File: src/rtl/dcic_pkg.sv
`timescale 1ns / 1ps
// dcic_pkg: word types, action codes and priority tables shared by the
// cascaded interrupt controller modules. No dependencies.
package dcic_pkg;

  localparam logic [4:0] NO_LINE = 5'd16;

  localparam logic [15:0] MASK_RESET   = 16'hFEF8;
  localparam logic [4:0]  MASTER_VBASE = 5'(8'h08 >> 3);
  localparam logic [4:0]  SLAVE_VBASE  = 5'(8'h70 >> 3);

  typedef enum logic [2:0] {
    ACT_WR_CMD   = 3'd0,
    ACT_WR_DATA  = 3'd1,
    ACT_RD_CMD   = 3'd2,
    ACT_RD_DATA  = 3'd3,
    ACT_RAISE    = 3'd4,
    ACT_DROP     = 3'd5,
    ACT_SET_MASK = 3'd6,
    ACT_ACK      = 3'd7
  } action_e;

  // Position of each init word in the data-port sequence.
  typedef enum logic [1:0] {
    IW_NONE = 2'd0,
    IW_ICW2 = 2'd1,
    IW_ICW3 = 2'd2,
    IW_ICW4 = 2'd3
  } init_word_e;

  // Fixed priority: master 0..2, then the slave lines, then master 3..7.
  localparam logic [3:0] PRIO_ORDER [16] = '{
    4'd0, 4'd1, 4'd2, 4'd8, 4'd9, 4'd10, 4'd11, 4'd12,
    4'd13, 4'd14, 4'd15, 4'd3, 4'd4, 4'd5, 4'd6, 4'd7
  };

  localparam logic [4:0] PRIO_RANK [17] = '{
    5'd0, 5'd1, 5'd2, 5'd11, 5'd12, 5'd13, 5'd14, 5'd15,
    5'd3, 5'd4, 5'd5, 5'd6, 5'd7, 5'd8, 5'd9, 5'd10, 5'd16
  };

  typedef struct packed {
    logic [2:0] action;
    logic       chip;
    logic [7:0] value;
    logic [3:0] irq_line;
    logic       mask_value;
    logic       interrupts_enabled;
  } in_word_t;

  // Decoded word as held between front and back.
  typedef struct packed {
    action_e     op;
    logic        chip;
    logic [7:0]  value;
    logic [3:0]  irq_line;
    logic [15:0] line_bit;
    logic        mask_value;
    logic        interrupts_enabled;
  } cls_word_t;

  typedef struct packed {
    logic [7:0] read_value;
    logic       granted;
    logic [3:0] granted_line;
    logic [7:0] granted_vector;
    logic       status;
  } out_word_t;

  // Highest-priority set line of v, or NO_LINE.
  function automatic logic [4:0] prio_pick(input logic [15:0] v);
    logic [4:0] r;
    r = NO_LINE;
    for (int j = 15; j >= 0; j--) begin
      if (v[PRIO_ORDER[j]]) begin
        r = {1'b0, PRIO_ORDER[j]};
      end
    end
    return r;
  endfunction

endpackage

File: src/rtl/dcic_front.sv
`timescale 1ns / 1ps
// dcic_front: decodes incoming words and holds them in a two-entry queue
// for the back end. Depends on dcic_pkg.
module dcic_front import dcic_pkg::*; (
  input  logic      clk_i,
  input  logic      rst_ni,
  input  logic      push_i,
  input  in_word_t  in_word_i,
  output logic      full_o,
  input  logic      pop_i,
  output logic      empty_o,
  output cls_word_t cls_o
);

  cls_word_t  mem_q [2];
  logic       wr_ptr_q, wr_ptr_d;
  logic       rd_ptr_q, rd_ptr_d;
  logic [1:0] cnt_q, cnt_d;
  cls_word_t  dec;
  logic       do_push, do_pop;

  always_comb begin
    dec.op                 = action_e'(in_word_i.action);
    dec.chip               = in_word_i.chip;
    dec.value              = in_word_i.value;
    dec.irq_line           = in_word_i.irq_line;
    dec.line_bit           = 16'd1 << in_word_i.irq_line;
    dec.mask_value         = in_word_i.mask_value;
    dec.interrupts_enabled = in_word_i.interrupts_enabled;
  end

  assign full_o  = (cnt_q == 2'd2);
  assign empty_o = (cnt_q == 2'd0);
  assign do_push = push_i && !full_o;
  assign do_pop  = pop_i && !empty_o;
  assign cls_o   = mem_q[rd_ptr_q];

  assign wr_ptr_d = wr_ptr_q ^ do_push;
  assign rd_ptr_d = rd_ptr_q ^ do_pop;
  assign cnt_d    = cnt_q + {1'b0, do_push} - {1'b0, do_pop};

  always_ff @(posedge clk_i or negedge rst_ni) begin
    if (!rst_ni) begin
      wr_ptr_q <= 1'b0;
      rd_ptr_q <= 1'b0;
      cnt_q    <= 2'd0;
    end else begin
      wr_ptr_q <= wr_ptr_d;
      rd_ptr_q <= rd_ptr_d;
      cnt_q    <= cnt_d;
    end
  end

  always_ff @(posedge clk_i) begin
    if (do_push) begin
      mem_q[wr_ptr_q] <= dec;
    end
  end

endmodule

File: src/rtl/dcic_resq.sv
`timescale 1ns / 1ps
// dcic_resq: two-entry result queue in front of the output port.
// Depends on dcic_pkg.
module dcic_resq import dcic_pkg::*; (
  input  logic      clk_i,
  input  logic      rst_ni,
  input  logic      push_i,
  input  out_word_t res_i,
  output logic      full_o,
  input  logic      pop_i,
  output logic      empty_o,
  output out_word_t res_o
);

  out_word_t  mem_q [2];
  logic       wr_ptr_q, wr_ptr_d;
  logic       rd_ptr_q, rd_ptr_d;
  logic [1:0] cnt_q, cnt_d;
  logic       do_push, do_pop;

  assign full_o  = (cnt_q == 2'd2);
  assign empty_o = (cnt_q == 2'd0);
  assign do_push = push_i && !full_o;
  assign do_pop  = pop_i && !empty_o;
  assign res_o   = mem_q[rd_ptr_q];

  assign wr_ptr_d = wr_ptr_q ^ do_push;
  assign rd_ptr_d = rd_ptr_q ^ do_pop;
  assign cnt_d    = cnt_q + {1'b0, do_push} - {1'b0, do_pop};

  always_ff @(posedge clk_i or negedge rst_ni) begin
    if (!rst_ni) begin
      wr_ptr_q <= 1'b0;
      rd_ptr_q <= 1'b0;
      cnt_q    <= 2'd0;
    end else begin
      wr_ptr_q <= wr_ptr_d;
      rd_ptr_q <= rd_ptr_d;
      cnt_q    <= cnt_d;
    end
  end

  always_ff @(posedge clk_i) begin
    if (do_push) begin
      mem_q[wr_ptr_q] <= res_i;
    end
  end

endmodule

File: src/rtl/dcic_back.sv
`timescale 1ns / 1ps
// dcic_back: controller state and execution of one decoded word per cycle
// while fire_i is high. Depends on dcic_pkg.
module dcic_back import dcic_pkg::*; (
  input  logic      clk_i,
  input  logic      rst_ni,
  input  logic      fire_i,
  input  cls_word_t cls_i,
  output out_word_t res_o
);

  logic [15:0]           req_q, req_d;
  logic [15:0]           msk_q, msk_d;
  logic [15:0]           isr_q, isr_d;
  logic [15:0]           pend_q, pend_d;
  logic [4:0]            cur_q, cur_d;
  logic [1:0][4:0]       vb_q, vb_d;
  init_word_e [1:0]      iwi_q, iwi_d;
  logic [1:0][1:0]       iwc_q, iwc_d;
  logic [1:0]            sngl_q, sngl_d;
  logic [1:0]            aeoi_q, aeoi_d;
  logic [1:0]            rot_q, rot_d;
  logic [1:0]            risr_q, risr_d;
  logic [1:0]            smm_q, smm_d;

  logic        c;
  logic [7:0]  v;
  logic [15:0] isr_closed;
  logic [4:0]  cur_closed;
  logic        do_close;
  logic [4:0]  rank;
  logic        special;
  logic [15:0] elig;
  logic [4:0]  pick;
  logic        gc;
  logic        mask_wr;
  logic [15:0] msk_new, msk_sel, want;

  assign c = cls_i.chip;
  assign v = cls_i.value;

  // Next in-service line once the current one is closed.
  assign isr_closed = isr_q & ~(16'd1 << cur_q[3:0]);
  assign cur_closed = prio_pick(isr_closed);

  // Acknowledge candidates: requested, unmasked lines ranked above the line
  // in service, or any such line of a chip in special mask mode.
  assign rank    = PRIO_RANK[cur_q];
  assign special = smm_q[0] | smm_q[1];

  always_comb begin
    logic [3:0] li;
    for (int i = 0; i < 16; i++) begin
      li = 4'(i);
      elig[i] = ((PRIO_RANK[{1'b0, li}] < rank) || (special && smm_q[li[3]]))
                && !msk_q[li] && req_q[li] && !(li[3] && msk_q[2]);
    end
  end

  assign pick = prio_pick(elig);
  assign gc   = pick[3];

  always_comb begin
    req_d    = req_q;
    msk_d    = msk_q;
    isr_d    = isr_q;
    pend_d   = pend_q;
    cur_d    = cur_q;
    vb_d     = vb_q;
    iwi_d    = iwi_q;
    iwc_d    = iwc_q;
    sngl_d   = sngl_q;
    aeoi_d   = aeoi_q;
    rot_d    = rot_q;
    risr_d   = risr_q;
    smm_d    = smm_q;
    res_o    = '0;
    mask_wr  = 1'b0;
    msk_new  = msk_q;
    msk_sel  = '0;
    do_close = 1'b0;
    want     = '0;

    case (cls_i.op)
      ACT_WR_CMD: begin
        if (v[4]) begin
          // ICW1
          if ((v & 8'hEC) != 8'd0) begin
            res_o.status = 1'b1;
          end else begin
            sngl_d[c] = v[1];
            iwi_d[c]  = IW_ICW2;
            iwc_d[c]  = 2'd2 + {1'b0, v[0]};
          end
        end else if (v[3]) begin
          // OCW3
          if (v[2]) begin
            res_o.status = 1'b1;
          end else begin
            if (v[1]) risr_d[c] = v[0];
            if (v[6]) smm_d[c] = v[5];
          end
        end else if (v[5]) begin
          // EOI, ignored when nothing is in service
          if (v[7]) begin
            res_o.status = 1'b1;
          end else if (!cur_q[4]) begin
            if (v[6]) begin
              do_close = (cur_q == {1'b0, c, v[2:0]});
            end else begin
              do_close = c || !cur_q[3];
            end
          end
        end else if (!v[6]) begin
          rot_d[c] = v[7];
        end
      end

      ACT_WR_DATA: begin
        case (iwi_q[c])
          IW_NONE: begin
            msk_new = c ? {v, msk_q[7:0]} : {msk_q[15:8], v};
            msk_sel = c ? 16'hFF00 : 16'h00FF;
            mask_wr = 1'b1;
          end
          IW_ICW2: begin
            vb_d[c] = v[7:3];
            if (iwc_q[c] < 2'd2) begin
              iwi_d[c] = IW_NONE;
            end else if (sngl_q[c]) begin
              iwi_d[c] = IW_ICW4;
            end else begin
              iwi_d[c] = IW_ICW3;
            end
          end
          IW_ICW3: begin
            iwi_d[c] = (iwc_q[c] < 2'd3) ? IW_NONE : IW_ICW4;
          end
          default: begin
            if (!v[0]) begin
              res_o.status = 1'b1;
            end else begin
              aeoi_d[c] = v[1];
              iwi_d[c]  = IW_NONE;
            end
          end
        endcase
      end

      ACT_RD_CMD: begin
        if (risr_q[c]) begin
          res_o.read_value = c ? isr_q[15:8] : isr_q[7:0];
        end else if (c) begin
          res_o.read_value = req_q[15:8];
        end else begin
          res_o.read_value = req_q[7:0] | {5'd0, (pend_q[15:8] != 8'd0), 2'd0};
        end
      end

      ACT_RD_DATA: begin
        res_o.read_value = c ? msk_q[15:8] : msk_q[7:0];
      end

      ACT_RAISE: begin
        req_d = req_q | cls_i.line_bit;
        if (!msk_q[cls_i.irq_line] && (!cls_i.irq_line[3] || !msk_q[2])) begin
          pend_d = pend_q | cls_i.line_bit;
        end
      end

      ACT_DROP: begin
        req_d  = req_q & ~cls_i.line_bit;
        pend_d = pend_q & ~cls_i.line_bit;
      end

      ACT_SET_MASK: begin
        if (msk_q[cls_i.irq_line] != cls_i.mask_value) begin
          msk_new = msk_q ^ cls_i.line_bit;
          msk_sel = cls_i.line_bit;
          mask_wr = 1'b1;
        end
      end

      ACT_ACK: begin
        if (cls_i.interrupts_enabled && (pend_q != 16'd0) && !pick[4]) begin
          if (aeoi_q[gc] && rot_q[gc]) begin
            res_o.status = 1'b1;
          end else begin
            req_d[pick[3:0]]  = 1'b0;
            pend_d[pick[3:0]] = 1'b0;
            if (!aeoi_q[gc]) begin
              cur_d             = pick;
              isr_d[pick[3:0]] = 1'b1;
            end
            res_o.granted        = 1'b1;
            res_o.granted_line   = pick[3:0];
            res_o.granted_vector = {vb_q[gc], pick[2:0]};
          end
        end
      end

      default: ;
    endcase

    if (do_close) begin
      isr_d = isr_closed;
      cur_d = cur_closed;
    end

    // Mask change: refresh pending bits of the touched lines, and of all
    // slave lines when the cascade line's mask flips.
    if (mask_wr) begin
      if (msk_new[2] != msk_q[2]) msk_sel = msk_sel | 16'hFF00;
      want = req_q & ~msk_new;
      if (msk_new[2]) want[15:8] = 8'd0;
      msk_d  = msk_new;
      pend_d = (pend_q & ~msk_sel) | (want & msk_sel);
    end
  end

  always_ff @(posedge clk_i or negedge rst_ni) begin
    if (!rst_ni) begin
      req_q  <= '0;
      msk_q  <= MASK_RESET;
      isr_q  <= '0;
      pend_q <= '0;
      cur_q  <= NO_LINE;
      vb_q   <= {SLAVE_VBASE, MASTER_VBASE};
      iwi_q  <= '{default: IW_NONE};
      iwc_q  <= '0;
      sngl_q <= '0;
      aeoi_q <= '0;
      rot_q  <= '0;
      risr_q <= '0;
      smm_q  <= '0;
    end else if (fire_i) begin
      req_q  <= req_d;
      msk_q  <= msk_d;
      isr_q  <= isr_d;
      pend_q <= pend_d;
      cur_q  <= cur_d;
      vb_q   <= vb_d;
      iwi_q  <= iwi_d;
      iwc_q  <= iwc_d;
      sngl_q <= sngl_d;
      aeoi_q <= aeoi_d;
      rot_q  <= rot_d;
      risr_q <= risr_d;
      smm_q  <= smm_d;
    end
  end

endmodule

File: src/rtl/dual_cascaded_interrupt_controller.sv
`timescale 1ns / 1ps
// Cascaded master/slave pair of 8259-style interrupt controllers; one word
// in (bus access, line event or acknowledge poll) gives one word out (read
// byte, grant with line and vector, or an error flag for unsupported
// commands). Words are taken one per clock while full is low: push and
// full on the input side, empty and pop on the output side. A pushed word
// is registered into the decode queue, and its result into the result
// queue when the execution stage takes it; that stage handles a whole word,
// the 16-line priority pick included, combinationally. Both sides have
// two-entry queues: a stalled reader lets four words stand before full rises.
// Depends on dcic_pkg, dcic_front, dcic_back and dcic_resq.
module dual_cascaded_interrupt_controller import dcic_pkg::*; (
  input  logic      clk_i,
  input  logic      rst_ni,
  input  logic      push,
  output logic      full,
  input  in_word_t  in_word_i,
  output logic      empty,
  input  logic      pop,
  output out_word_t out_word_o
);

  cls_word_t cls;
  out_word_t res;
  logic      mid_empty;
  logic      res_full;
  logic      fire;

  // Front end: decode and queue incoming words.
  dcic_front u_front (
    .clk_i     (clk_i),
    .rst_ni    (rst_ni),
    .push_i    (push),
    .in_word_i (in_word_i),
    .full_o    (full),
    .pop_i     (fire),
    .empty_o   (mid_empty),
    .cls_o     (cls)
  );

  // Execute one word whenever one waits and the result queue has room.
  assign fire = !mid_empty && !res_full;

  dcic_back u_back (
    .clk_i  (clk_i),
    .rst_ni (rst_ni),
    .fire_i (fire),
    .cls_i  (cls),
    .res_o  (res)
  );

  // Result queue decouples the reader from execution.
  dcic_resq u_resq (
    .clk_i   (clk_i),
    .rst_ni  (rst_ni),
    .push_i  (fire),
    .res_i   (res),
    .full_o  (res_full),
    .pop_i   (pop),
    .empty_o (empty),
    .res_o   (out_word_o)
  );

endmodule
File: config.mk
export PLATFORM = sky130hd
export DESIGN_NAME = dual_cascaded_interrupt_controller
export DESIGN_NICKNAME = d
export VERILOG_FILES = /design/src/rtl/dcic_pkg.sv /design/src/rtl/dcic_front.sv /design/src/rtl/dcic_resq.sv /design/src/rtl/dcic_back.sv /design/src/rtl/dual_cascaded_interrupt_controller.sv
export SDC_FILE = /design/constraint.sdc
export NUM_CORES = 1
export LEC_CHECK = 0
export BUFFER_PORTS_ARGS = -buffer_cell sky130_fd_sc_hd__buf_2
export CORE_ASPECT_RATIO = 1.4
export CORE_MARGIN = 2
export CORE_UTILIZATION = 43
export CTS_BUF_LIST = sky130_fd_sc_hd__clkbuf_4 sky130_fd_sc_hd__clkbuf_8
export DETAILED_ROUTE_END_ITERATION = 12
export SKIP_LAST_GASP = 1
export SYNTH_ARGS = -nofsm -noshare
export SYNTH_HDL_FRONTEND = slang
export SYNTH_SLANG_ARGS = --single-unit
File: constraint.sdc
create_clock -name clk_i -period 6.6 [get_ports clk_i]
set_input_delay 1.32 -clock clk_i [delete_from_list [all_inputs] [get_ports clk_i]]
set_output_delay 1.32 -clock clk_i [all_outputs]
set_load 0.1 [all_outputs]
---- Word level (Yosys, flattened, before mapping) ----
Memories as Yosys holds them, arrays and structs flattened.
Cells that the tools add are included.
Widths: inputs -> output; s select.
cells by class
  add/sub/neg operators ................... 5
  $lt $le $gt $ge ......................... 25
  equality and inequality tests ........... 25
  shift-type cells ........................ 2
  multiplexer cells ....................... 136
  bitwise logic cells ..................... 41
  reductions and logical operators ........ 119
operators by type and width
  operator              number
  $mux 16               19
  $mux 5                42
  $and 16x16->16        8
  $pmux 16 s3           2
  $not 16->16           5
  $or 16x16->16         4
  $pmux 16 s2           2
  $logic_and 1x1->1     53
  $mux 8                6
  $lt 4x5->1 const A    8
  $mux 1                33
  $shl 1x4->16 const A  2
  $mux 13               2
  $logic_not 1->1       24
  $reduce_and 6->1      4
  $lt 3x5->1 const A    4
  $mux 4                5
  $logic_or 1x1->1      18
  $pmux 8 s2            1
  $reduce_bool 16->1    1
  $reduce_bool 8->1     2
  $xor 16x16->16        1
  $mux 14               1
  $eq 3x3->1 const B    4
  56 further kinds      102
word-level totals
  flip-flop bits (word level) ............. 105
  RAM bits ................................ 112
  memory bits (read-only) ................. 160
  input bits .............................. 22
  output and inout bits ................... 24
  logic and storage cells ................. 378
  memories kept ........................... 3
memories
  memory           depth  width  rd ports  clocked after Yosys merged registers in  write ports  line              source
  (no name shown)  32     5      1         0                                        0            dcic_back.sv:48   assign rank = PRIO_RANK[cur_q];
  u_front.mem_q    2      34     1         0                                        1            dcic_front.sv:15  cls_word_t mem_q [2];
  u_resq.mem_q     2      22     1         0                                        1            dcic_resq.sv:15   out_word_t mem_q [2];

---- Depth between registers and ports, before layout ----
Gate-level depths: netlist of the first run.
  depth in word-level cells ............... 34
  gate-level depth with buffers ........... 18
  gate-level depth less buffers ........... 15

---- By module ----
A second synthesis of the first run with hierarchy kept.
unflattened totals
  cells, all modules ...................... 1227
  area, all modules ....................... 12902.4 sq um
by module, submodules not included
  module                              times used  cells an instance  area each (sq um)  sequential area each (sq um)
  dcic_back                           1           990                8161.6             2448.6
  dcic_front                          1           148                2926.6             2142.1
  dcic_resq                           1           88                 1810.5             1421.4
  dual_cascaded_interrupt_controller  1           1                  3.8                0.0

---- Worst setup path after synthesis of the first run ----
No wires, ideal clock.
  path kind ............................... register -> register
  start point ............................. register u_front.rd_ptr_q
  end point ............................... register (tool-made name)
  library setup time ...................... 0.065 ns
  arrival ................................. 3.672 ns
  data required time ...................... 6.535 ns
  setup slack ............................. 2.863 ns
  cell stages (with the launch flop) ...... 19
  buffers on the path ..................... 3
  period minus slack after synthesis ...... 3.737 ns
  cell sequence ........................... dfrtp_1 > buf_6 > mux2_2 > inv_2 > clkbuf_1 > buf_1 > nand2_1 > nand2_1 > inv_1 > ha_1 > nand2_1 > a221oi_2 > nor2_1 > nand3_1 > a31oi_4 > o211ai_1 > or3b_1 > a21boi_1 > o22a_1
RTL lines
  what                      line              source
  start: declaration        dcic_front.sv:17  logic rd_ptr_q, rd_ptr_d;
  start signal: assignment  dcic_front.sv:49  rd_ptr_q <= rd_ptr_d;

---- Worst setup path after layout of the first run ----
  start point ............................. register u_front.rd_ptr_q
  end point ............................... register u_back.msk_q[3]
between the ends
  word-level cells in the longest chain between the ends .. 7
  elaborated cells on any way between the ends .. 18
  those cells by class .................... eq/ne: 3; mux: 11; bitwise: 1; reduce/logical: 2; memory: 1
ends and longest elaborated chain
  what                                                    line                                source
  $mem_v2 2x34 (*)                                        n/a
  $bmux 1 s4 or $mux 2 (tied branches)                    dcic_back.sv:177, dcic_back.sv:120
  $mux 1 (implied by the code) or $mux 2 (tied branches)  dcic_back.sv:177, dcic_back.sv:120
  $ne 1x1->1 or $logic_not 2->1 (tied branches)           dcic_back.sv:177, dcic_back.sv:120
  $mux 1 (on tied branches)                               dcic_back.sv:177, dcic_back.sv:120
  $pmux 1 s2                                              dcic_back.sv:84                     case (cls_i.op)
  $reduce_and 2->1 (no line)                              n/a
  end signal: assignment                                  dcic_back.sv:238                    msk_q <= msk_d;
  end: declaration                                        dcic_back.sv:13                     logic [15:0] msk_q, msk_d;
Mark *: on every way between the ends. The rest lies on a longest branch, timed or not. The select of a mux whose other input is x is not followed.
A chain may end at the register's enable or synchronous reset.

==> flow_metrics.env, run 1 <==
export IMPL_synth_ff_type="edfxtp_1"
export IMPL_period_share=0.7084
export IMPL_ys_seq_elements=211
export IMPL_wire_per_inst_um=23.28
export IMPL_syn_avg_cell_area_um2=10.10
export IMPL_start_util=0.4395
export IMPL_setup_viol=0
export IMPL_reg2reg_from="u_front.rd_ptr_q"
export IMPL_async_flop_share=0.4976
export IMPL_vias=10060
export IMPL_hp_start="u_back.iwc_q[1]"
export IMPL_yosys_cell_types_count=90
export IMPL_reg2reg_slack_ns=1.92
export IMPL_drv_slew=0
export IMPL_synth_area_mm2=0.01219
export IMPL_wirelength_um=38200
export IMPL_grt_usage=0.2584
export IMPL_postCtsHoldBufs=0
export IMPL_status="complete, no violations"
export IMPL_post_cts_buffers=0
export IMPL_cts_buffers=36
export IMPL_gp_congestion=0.9665
export IMPL_dr_pass1_iters=8
export IMPL_cp_end_kind="register"
export IMPL_syn_inst=1207
export IMPL_drt_initial_drc_count=856
export IMPL_area_growth_pct=9.799
export IMPL_antenna_found_initial=0
export IMPL_rsz0062_at_grt="no"
export IMPL_mappedNetlistNets=1247
export IMPL_yosysWarnings=0
export IMPL_drc=0
export IMPL_finClkSkew_ns=0.02260
export IMPL_io_pins=46
export IMPL_max_freq_mhz=213.9
export IMPL_cts_sinks=211
export IMPL_cp_start_kind="register"
export IMPL_reg2reg_to="u_back.msk_q[3]"
export IMPL_slew_headroom=0.2053
export IMPL_fin_nets=1285
export IMPL_grt_ovfl_total=0
export IMPL_htreeDepth=2
export IMPL_worst_skew_pair_late_latency_ns=0.55
export IMPL_grt_pass1_vias=9966
export IMPL_drv_cap=0
export IMPL_tightest_slew_ns=1.181
export IMPL_critical_path_class="register to register"
export IMPL_reg2regPathDepth=10
export IMPL_nFillCells=2686
export IMPL_drive_gt1_frac=0.1865
export IMPL_dp_hpwl_um=28010
export IMPL_num_rows=72
export IMPL_cp_data_arrival_time_ns=5.15
export IMPL_grt_start_max_net_pins=64
export IMPL_clock_root_buffer="clkbuf_8"
export IMPL_hold_viol=0
export IMPL_critical_path_max_fanout=56
export IMPL_ant_nets=0
export IMPL_portBuffers=45
export IMPL_clk_pin_slew_ns=0.06
export IMPL_hold_class="register to register"
export IMPL_clockBufferDepth=3
export IMPL_grt_pass1_wl_um=58710
export IMPL_crit_start="u_front.rd_ptr_q"
export IMPL_fp_dieArea_mm2=0.02974
export IMPL_ys_seq_area_frac=0.4782
export IMPL_die_width_um=146.3
export IMPL_cp_required_ns=7.08
export IMPL_crit_end="u_back.msk_q[3]"
export IMPL_synth_edf_count=106
export IMPL_core_mm2=0.02775
export IMPL_die_h_um=203.3
export IMPL_diodes=0
export IMPL_fin_crit_ns=4.676
export IMPL_tritoncts="done"
export IMPL_via_per_inst=6.130
export IMPL_fin_setup_tns_ns=0
export IMPL_cts_resized=0
==> final cells by class <==
class | count | area (um2) | share of cell area
multi-input cells | 908 | 5913 | 0.4416
clock inverters | 14 | 123.9 | 0.009251
well taps | 370 | 462.9 | 0.03458
repair buffers | 56 | 310.3 | 0.02318
clock buffers | 50 | 625.6 | 0.04672
flip-flops and latches | 211 | 5833 | 0.4357
inverters | 32 | 120.1 | 0.008971
==> sequential cells by signal, indices dropped and copies added (netlist names), named ones only <==
name	flops
u_back.iwc_q	4
u_back.vb_q	10
u_back.sngl_q	2
u_front.mem_q	68
u_resq.mem_q	38
u_resq.rd_ptr_q	1
u_resq.wr_ptr_q	1
u_back.smm_q	2
u_back.isr_q	16
u_back.aeoi_q	2
u_resq.cnt_q	2
u_front.rd_ptr_q	1
u_back.cur_q	5
u_front.cnt_q	2
u_front.wr_ptr_q	1
u_back.risr_q	2
u_back.rot_q	2
u_back.iwi_q	4
u_back.req_q	16
u_back.msk_q	16
==> through the flow <==
| step | cells | area (um2) | util | setup slack [ns] | hold slack, ns |
|---|---|---|---|---|---|
| floorplan | 1207 | 12190 | - | 2.863 | 0.4514 |
| global placement | 1577 | 12640 | 0.4555 | 2.162 | 0.4760 |
| detailed placement | 1577 | 12640 | 0.4555 | 2.030 | 0.4878 |
| CTS | 1641 | 13390 | 0.4825 | 2.014 | 0.5018 |
| global route | 1641 | 13390 | 0.4825 | 1.618 | 0.5114 |
| finish | 1641 | 13390 | 0.4825 | 1.924 | 0.4987 |
==> layout by cell type (no fill, tap or decap), types with 30 or more instances in the layout <==
| cell type | count |
|---|---|
| mux2i_1 | 47 |
| inv_1 | 30 |
| a31oi_1 | 33 |
| buf_2 | 44 |
| nor2_1 | 108 |
| clkbuf_8 | 40 |
| nand2_1 | 124 |
| dfrtp_1 | 87 |
| edfxtp_1 | 106 |
| a21oi_1 | 110 |
| mux2_2 | 73 |
| nand3_1 | 30 |
| o21ai_0 | 66 |
==> Yosys cell counts (all sizes together) (4+ instances only) <==
library cell  number  share of area
a211o              4         0.0029
a21boi             7         0.0043
a21o               6         0.0037
a21oi            111          0.046
a22o               6         0.0043
a22oi             12         0.0074
a31oi             34          0.019
a32o               4         0.0033
a32oi              4         0.0029
a41oi              4         0.0029
and2              12         0.0064
buf               31          0.019
clkbuf            24         0.0074
dfrtp             88           0.18
dfstp             17          0.037
edfxtp           106           0.26
ha                18          0.018
inv               31         0.0095
mux2              74          0.068
mux2i             48          0.040
nand2            124          0.038
nand2b            27          0.014
nand3             31          0.013
nand4              7         0.0036
nor2             109          0.034
nor2b             16         0.0082
nor3              28          0.012
nor4               8         0.0041
o211ai            18          0.012
o21a               4         0.0025
o21ai             75          0.031
o221ai             6         0.0043
o22a               6         0.0044
o22ai             21          0.011
o2bb2ai            4         0.0029
o311ai             5         0.0042
o32a               6         0.0051
o32ai              7         0.0063
or2                7         0.0036
or3                5         0.0030
or3b               4         0.0029
xnor2              9         0.0065
==> logic make-up after synthesis <==
group	after synthesis	share of synthesized area
AOI/OAI and AO/OA	369	0.1984
xor gates and xnor gates	10	0.007183
adders and majority gates	18	0.01847
buffers and inverters	88	0.03683
DFF	211	0.4782
muxes	124	0.1124
and+or+nand+nor	387	0.1485
==> worst min-delay path by stage <==
stage	end	slack, ns	depth (start not counted)
after floorplan	u_back.iwc_q[1]	0.45	1
after global placement	u_back.iwc_q[1]	0.48	1
after detailed placement	u_back.iwi_q[1]	0.49	1
after CTS	u_back.iwi_q[1]	0.50	1
after global routing	u_back.iwi_q[1]	0.51	1
final	u_back.iwc_q[1]	0.50	1
==> critical path, cell delays in order, from the launching register on <==
cell,delay [ns]
dfrtp_2,0.50
buf_4,0.62
mux2i_1,0.52
mux4_1,0.37
o22a_2,0.23
a211o_1,0.38
nand2_1,0.50
nor2_1,0.27
nor2_2,0.73
o21ai_0,0.23
a22o_1,0.23
==> routing by layer <==
layer,share of wire,track usage,vias to the layer above,wire (um)
li1,-,-,4624,-
met1,0.39,0.3121,4872,14980
met2,0.48,0.4335,440,18210
met3,0.061,0.03803,123,2320
met4,0.070,0.1654,0,2691
met5,0,0,-,0
Power of run 1 is left out: the tool's default activity adds up to more than one toggle a clock period on the data nets, which glitch-free logic cannot reach.
==> run 2, diff against run 1 <==
ABC_AREA = 1   (was default)
clock period = 4.2 ns   (was 6.6 ns; I/O delays follow)
==> run 2 against run 1 <==
- routed wire length shrank 0.66%
- utilization grew 0.19 points
- clock skew grew 0.011 ns
- sequential share of layout area shrank 1.1 points
- maximum frequency grew 21%
- final cell count grew 23%
- highest routed layer unchanged
- global-route usage grew 0.11 points
- critical path depth grew 7
- via count grew 8.5%
==> flow_metrics.env, run 2 <==
export IMPL_status="complete, no violations"
export IMPL_synth_most_common_cell="nand2_1"
export IMPL_clk_pin_slew_ns=0.06
export IMPL_synth_area_mm2=0.01231
export IMPL_grt_usage=0.2595
export IMPL_rsz0062_at_grt="no"
export IMPL_synth_top_area_frac=0.2586
export IMPL_layout_commonest_cell="nand2_1"
export IMPL_cts_sinks=211
export IMPL_clockBufferDepth=3
export IMPL_path_buf_inv=5
export IMPL_finClkSkew_ns=0.03352
export IMPL_largest_reg_flops=68
export IMPL_htreeDepth=2
export IMPL_die_width_um=147.0
export IMPL_synth_compound_area_frac=0.1657
export IMPL_post_cts_buffers=0
export IMPL_fin_nets=1658
export IMPL_cp_start_kind="register"
export IMPL_area_growth_pct=11.46
export IMPL_hold_class="input pin to asynchronous set/reset pin"
export IMPL_num_rows=73
export IMPL_portBuffers=45
export IMPL_cp_end_kind="register"
export IMPL_drc=0
export IMPL_vias=10920
export IMPL_grt_start_max_net_pins=60
export IMPL_dr_pass1_iters=6
export IMPL_tightest_slew_ns=0.8760
export IMPL_ys_top_cells_by_count="nand2_1, inv_1, o21ai_0"
export IMPL_hold_viol=0
export IMPL_slew_headroom=0.4160
export IMPL_wirelength_um=37950
export IMPL_dp_hpwl_um=28570
export IMPL_reg2reg_slack_ns=0.33
export IMPL_multiInputGateArea_mm2=0.005450
export IMPL_cp_required_ns=4.69
export IMPL_io_pins=46
export IMPL_drt_initial_drc_count=907
export IMPL_ant_nets=0
export IMPL_seqCellArea_mm2=0.005832
export IMPL_final_cell_mix="nand2_1, inv_1, o21ai_0, nor2_1, edfxtp_1"
export IMPL_critical_path_max_fanout=17
export IMPL_yosysWarnings=0
export IMPL_drv_cap=0
export IMPL_synth_edf_count=106
export IMPL_critical_path_class="register to register"
export IMPL_reg_top3="u_front.mem_q (68), u_resq.mem_q (38)"
export IMPL_drive_gt1_frac=0.1397
export IMPL_crit_path_cell_trace="inv_2 > or2_2 > nand2_2 > inv_1 > buf_4 > o21ai_0 > inv_1 > ha_1 > inv_1 > nor2_1 > o21ai_0 > nand3_2 > nor2_1 > nand2_1 > a21oi_1 > nor2_1 > a21oi_1"
export IMPL_via_per_inst=5.401
export IMPL_cp_data_arrival_time_ns=4.36
export IMPL_slowest_delay_ns=0.48
export IMPL_ys_seq_area_frac=0.4739
export IMPL_largest_register="u_front.mem_q"
export IMPL_mappedNetlistNets=1603
export IMPL_diodes=0
export IMPL_async_flop_share=0.4976
export IMPL_synth_ff_type="edfxtp_1"
export IMPL_synthXorXnorAreaFrac=0.004982
export IMPL_fin_crit_ns=3.872
export IMPL_synthAdderAreaFrac=0.01830
export IMPL_period_share=0.9220
export IMPL_setup_viol=0
export IMPL_syn_inst=1563
export IMPL_synth_top_cell_by_area="edfxtp_1"
export IMPL_wire_per_inst_um=18.78
export IMPL_reg2reg_from="u_front.rd_ptr_q"
export IMPL_ys_seq_elements=211
export IMPL_fp_dieArea_mm2=0.03001
export IMPL_worst_skew_pair_late_latency_ns=0.58
export IMPL_synthMuxAreaShare=0.003253
export IMPL_cp_slowest_cell="o21ai_0"
export IMPL_synth_top_family_by_area="simple AND/OR/NAND/NOR gates"
export IMPL_path_delay_family="simple AND/OR/NAND/NOR gates"
export IMPL_synth_simple_area_share=0.2504
export IMPL_reg2regPathDepth=17
export IMPL_nFillCells=2851
export IMPL_grt_ovfl_total=0
export IMPL_max_freq_mhz=258.2
export IMPL_gp_congestion=0.9546
export IMPL_yosys_cell_types_count=57
export IMPL_tritoncts="done"
export IMPL_cts_buffers=36
export IMPL_die_h_um=204.2
export IMPL_grt_pass1_vias=10680
export IMPL_drv_slew=0
export IMPL_core_mm2=0.02831
export IMPL_grt_pass1_wl_um=60220
export IMPL_syn_avg_cell_area_um2=7.874
export IMPL_fin_setup_tns_ns=0
export IMPL_antenna_found_initial=0
export IMPL_synthTopCellsByArea="edfxtp_1, dfrtp_1, nand2_1"
export IMPL_start_util=0.4346
export IMPL_clock_root_buffer="clkbuf_8"
==> run 2: cell types whose count changed in the layout (fill, tap and decap cells not counted), sizes merged, moves of 44 or more <==
cell / previous run / this run
nand2: 124 / 405
nor2: 109 / 153
inv: 32 / 196
o21ai: 75 / 193
mux2i: 48 / 4
mux2: 74 / 0
nand3: 31 / 75
==> run 2: logic make-up after synthesis <==
family / Yosys count
flops: 211
simple gates: 711
fa+ha+maj: 18
compound gates: 360
buf+inv: 252
mux: 4
xor+xnor: 7
==> run 2: repair_timing <==
action / 4_1_cts / 5_1_grt
hold buffers: 0 / 0
setup endpoints to repair: 0 / 1
resized for setup: 0 / 1
endpoints found under the hold margin: 0 / 0
==> run 2: area by class of cell <==
cell class / count / share of cell area
flip-flops and latches: 211 / 0.4252
inverters: 197 / 0.05446
clock buffers: 48 / 0.04315
multi-input cells: 1100 / 0.3973
clock inverters: 18 / 0.01341
well taps: 375 / 0.03421
repair buffers: 72 / 0.03229
==> run 2: through the flow <==
step	std cells	area (um2)	util	hold WS, ns	setup slack [ns]
global placement	1955	12940	0.4570	0.4669	0.4773
floorplan	1563	12310	-	0.4477	0.7620
global route	2021	13720	0.4844	0.3941	0.01952
finish	2021	13720	0.4844	0.3328	0.3277
detailed placement	1955	12940	0.4570	0.4737	0.3979
CTS	2021	13710	0.4844	0.3623	0.3591
==> run 2: worst max-delay path by stage <==
stage	start	slack [ns]	cells past startpoint	to
after floorplan	u_front.rd_ptr_q	0.76	23	register
after global placement	u_front.rd_ptr_q	0.48	17	register
after detailed placement	u_front.rd_ptr_q	0.40	17	register
after CTS	u_front.rd_ptr_q	0.36	17	register
after global routing	u_front.rd_ptr_q	0.02	20	register
final	u_front.rd_ptr_q	0.33	17	register
==> run 2: metal layers <==
layer,share of wire,up-vias,GRT usage
met5,0,-,0
met2,0.49,373,0.4564
li1,-,5323,-
met1,0.40,5114,0.3090
met4,0.054,0,0.1353
met3,0.055,106,0.03616
Power of run 2 is left out for the same reason.
==> run 3, diff against run 2 <==
ABC_AREA = default   (was 1)
==> run 3 against run 2 <==
- critical path depth down 5
- sequential share of layout area up 0.28 points
- first-iteration DRC count up 5.8%
- maximum frequency down 1.3%
- register-to-register slack worse by 0.05 ns
- utilization up 0.69 points
==> flow_metrics.env, run 3 (synthesis results as in run 1) <==
export IMPL_portBuffers=45
export IMPL_period_share=0.9340
export IMPL_start_util=0.4395
export IMPL_cp_data_arrival_time_ns=4.36
export IMPL_final_cell_mix="nand2_1, a21oi_1, nor2_1, edfxtp_1, dfrtp_1"
export IMPL_die_width_um=146.3
export IMPL_tritoncts="done"
export IMPL_finClkSkew_ns=0.01969
export IMPL_htreeDepth=2
export IMPL_largest_reg_flops=68
export IMPL_grt_start_max_net_pins=56
export IMPL_fin_crit_ns=3.923
export IMPL_rsz0062_at_grt="no"
export IMPL_cts_sinks=211
export IMPL_io_pins=46
export IMPL_worst_skew_pair_late_latency_ns=0.57
export IMPL_dr_pass1_iters=5
export IMPL_drive_gt1_frac=0.2080
export IMPL_drv_slew=0
export IMPL_clk_pin_slew_ns=0.06
export IMPL_dp_hpwl_um=29570
export IMPL_reg2regPathDepth=12
export IMPL_clockBufferDepth=3
export IMPL_status="complete, no violations"
export IMPL_clock_root_buffer="clkbuf_8"
export IMPL_fp_dieArea_mm2=0.02974
export IMPL_cp_start_kind="register"
export IMPL_grt_pass1_vias=10250
export IMPL_reg2reg_to="u_back.cur_q[3]"
export IMPL_gp_congestion=0.9801
export IMPL_core_mm2=0.02775
export IMPL_num_rows=72
export IMPL_critical_path_class="register to register"
export IMPL_grt_pass1_wl_um=60820
export IMPL_ant_nets=0
export IMPL_tightest_slew_ns=0.9077
export IMPL_largest_register="u_front.mem_q"
export IMPL_wirelength_um=39510
export IMPL_antenna_found_initial=0
export IMPL_fin_nets=1316
export IMPL_reg_top3="u_front.mem_q (68), u_resq.mem_q (38)"
export IMPL_diodes=0
export IMPL_drv_cap=0
export IMPL_fin_setup_tns_ns=0
export IMPL_wire_per_inst_um=23.62
export IMPL_grt_ovfl_total=0
export IMPL_reg2reg_slack_ns=0.28
export IMPL_area_growth_pct=11.80
export IMPL_critical_path_max_fanout=12
export IMPL_setup_viol=0
export IMPL_postCtsHoldBufs=0
export IMPL_drc=0
export IMPL_cp_end_kind="register"
export IMPL_layout_commonest_cell="nand2_1"
export IMPL_hold_class="input pin to asynchronous set/reset pin"
export IMPL_cp_required_ns=4.63
export IMPL_max_freq_mhz=254.9
export IMPL_drt_initial_drc_count=960
export IMPL_via_per_inst=6.176
export IMPL_hold_viol=0
export IMPL_slew_headroom=0.3775
export IMPL_die_h_um=203.3
export IMPL_reg2reg_from="u_back.cur_q[1]"
export IMPL_vias=10330
export IMPL_grt_usage=0.2669
export IMPL_cts_buffers=35
-- run 3: changes by cell type in the layout (fill, tap and decap cells not counted), sizes merged, moves of 74 or more --
cell / change
o21ai: -118
inv: -164
nand2: -281
mux2: +74
-- run 3: how the worst max path moves through the flow --
stage,from,endpoint,slack [ns],depth (start not counted)
finish,u_back.cur_q[1],u_back.cur_q[3],0.28,12
global placement,u_back.cur_q[0],register,0.21,12
CTS,u_back.cur_q[0],register,0.17,12
floorplan,u_front.rd_ptr_q,register,0.46,18
global route,u_back.cur_q[1],register,0.05,14
detailed placement,u_back.cur_q[0],register,0.19,12
-- run 3: critical path: stages (launching register included) --
cell      delay, ns
dfrtp_1        0.46
inv_1          0.15
ha_2           0.36
nand2b_1       0.17
a21oi_1        0.19
o311ai_2       0.44
nand3_2        0.28
o21bai_1       0.34
mux2_1         0.37
nor3_2         0.33
or2_2          0.36
nor2_1         0.07
a31oi_1        0.27
-- run 3: layer usage --
metal	vias up	global-route usage	wire length (um)
li1	4691	-	-
met1	4960	0.3072	14770
met2	512	0.4456	18800
met3	169	0.04743	2564
met4	0	0.1987	3380
met5	-	0	0
-- run 3: final cells by class --
| cell class | instances | area, um2 |
|---|---|---|
| fillers | 2674 | 14110 |
| multi-input cells | 908 | 5931 |
| flip-flops and latches | 211 | 5834 |
| clock buffers | 47 | 584.3 |
| repair buffers | 88 | 563.0 |
| well taps | 370 | 462.9 |
| clock inverters | 17 | 137.6 |
| inverters | 32 | 120.1 |
-- run 3: repair_timing --
action | CTS | global route
setup buffers | 0 | 1
endpoints found under the setup margin | 0 | 15
gates resized for setup | 0 | 5
-- run 3: stage by stage --
| stage | instance area [um2] | hold WS, ns | utilization | setup WS, ns | instances |
|---|---|---|---|---|---|
| floorplan | 12190 | 0.4514 | - | 0.4634 | 1207 |
| global placement | 12880 | 0.4857 | 0.4644 | 0.2070 | 1608 |
| detailed placement | 12880 | 0.4792 | 0.4644 | 0.1922 | 1608 |
| finish | 13630 | 0.3239 | 0.4913 | 0.2773 | 1673 |
| CTS | 13610 | 0.3520 | 0.4904 | 0.1672 | 1672 |
| global route | 13630 | 0.3680 | 0.4913 | 0.05266 | 1673 |
Power of run 3 is left out for the same reason.
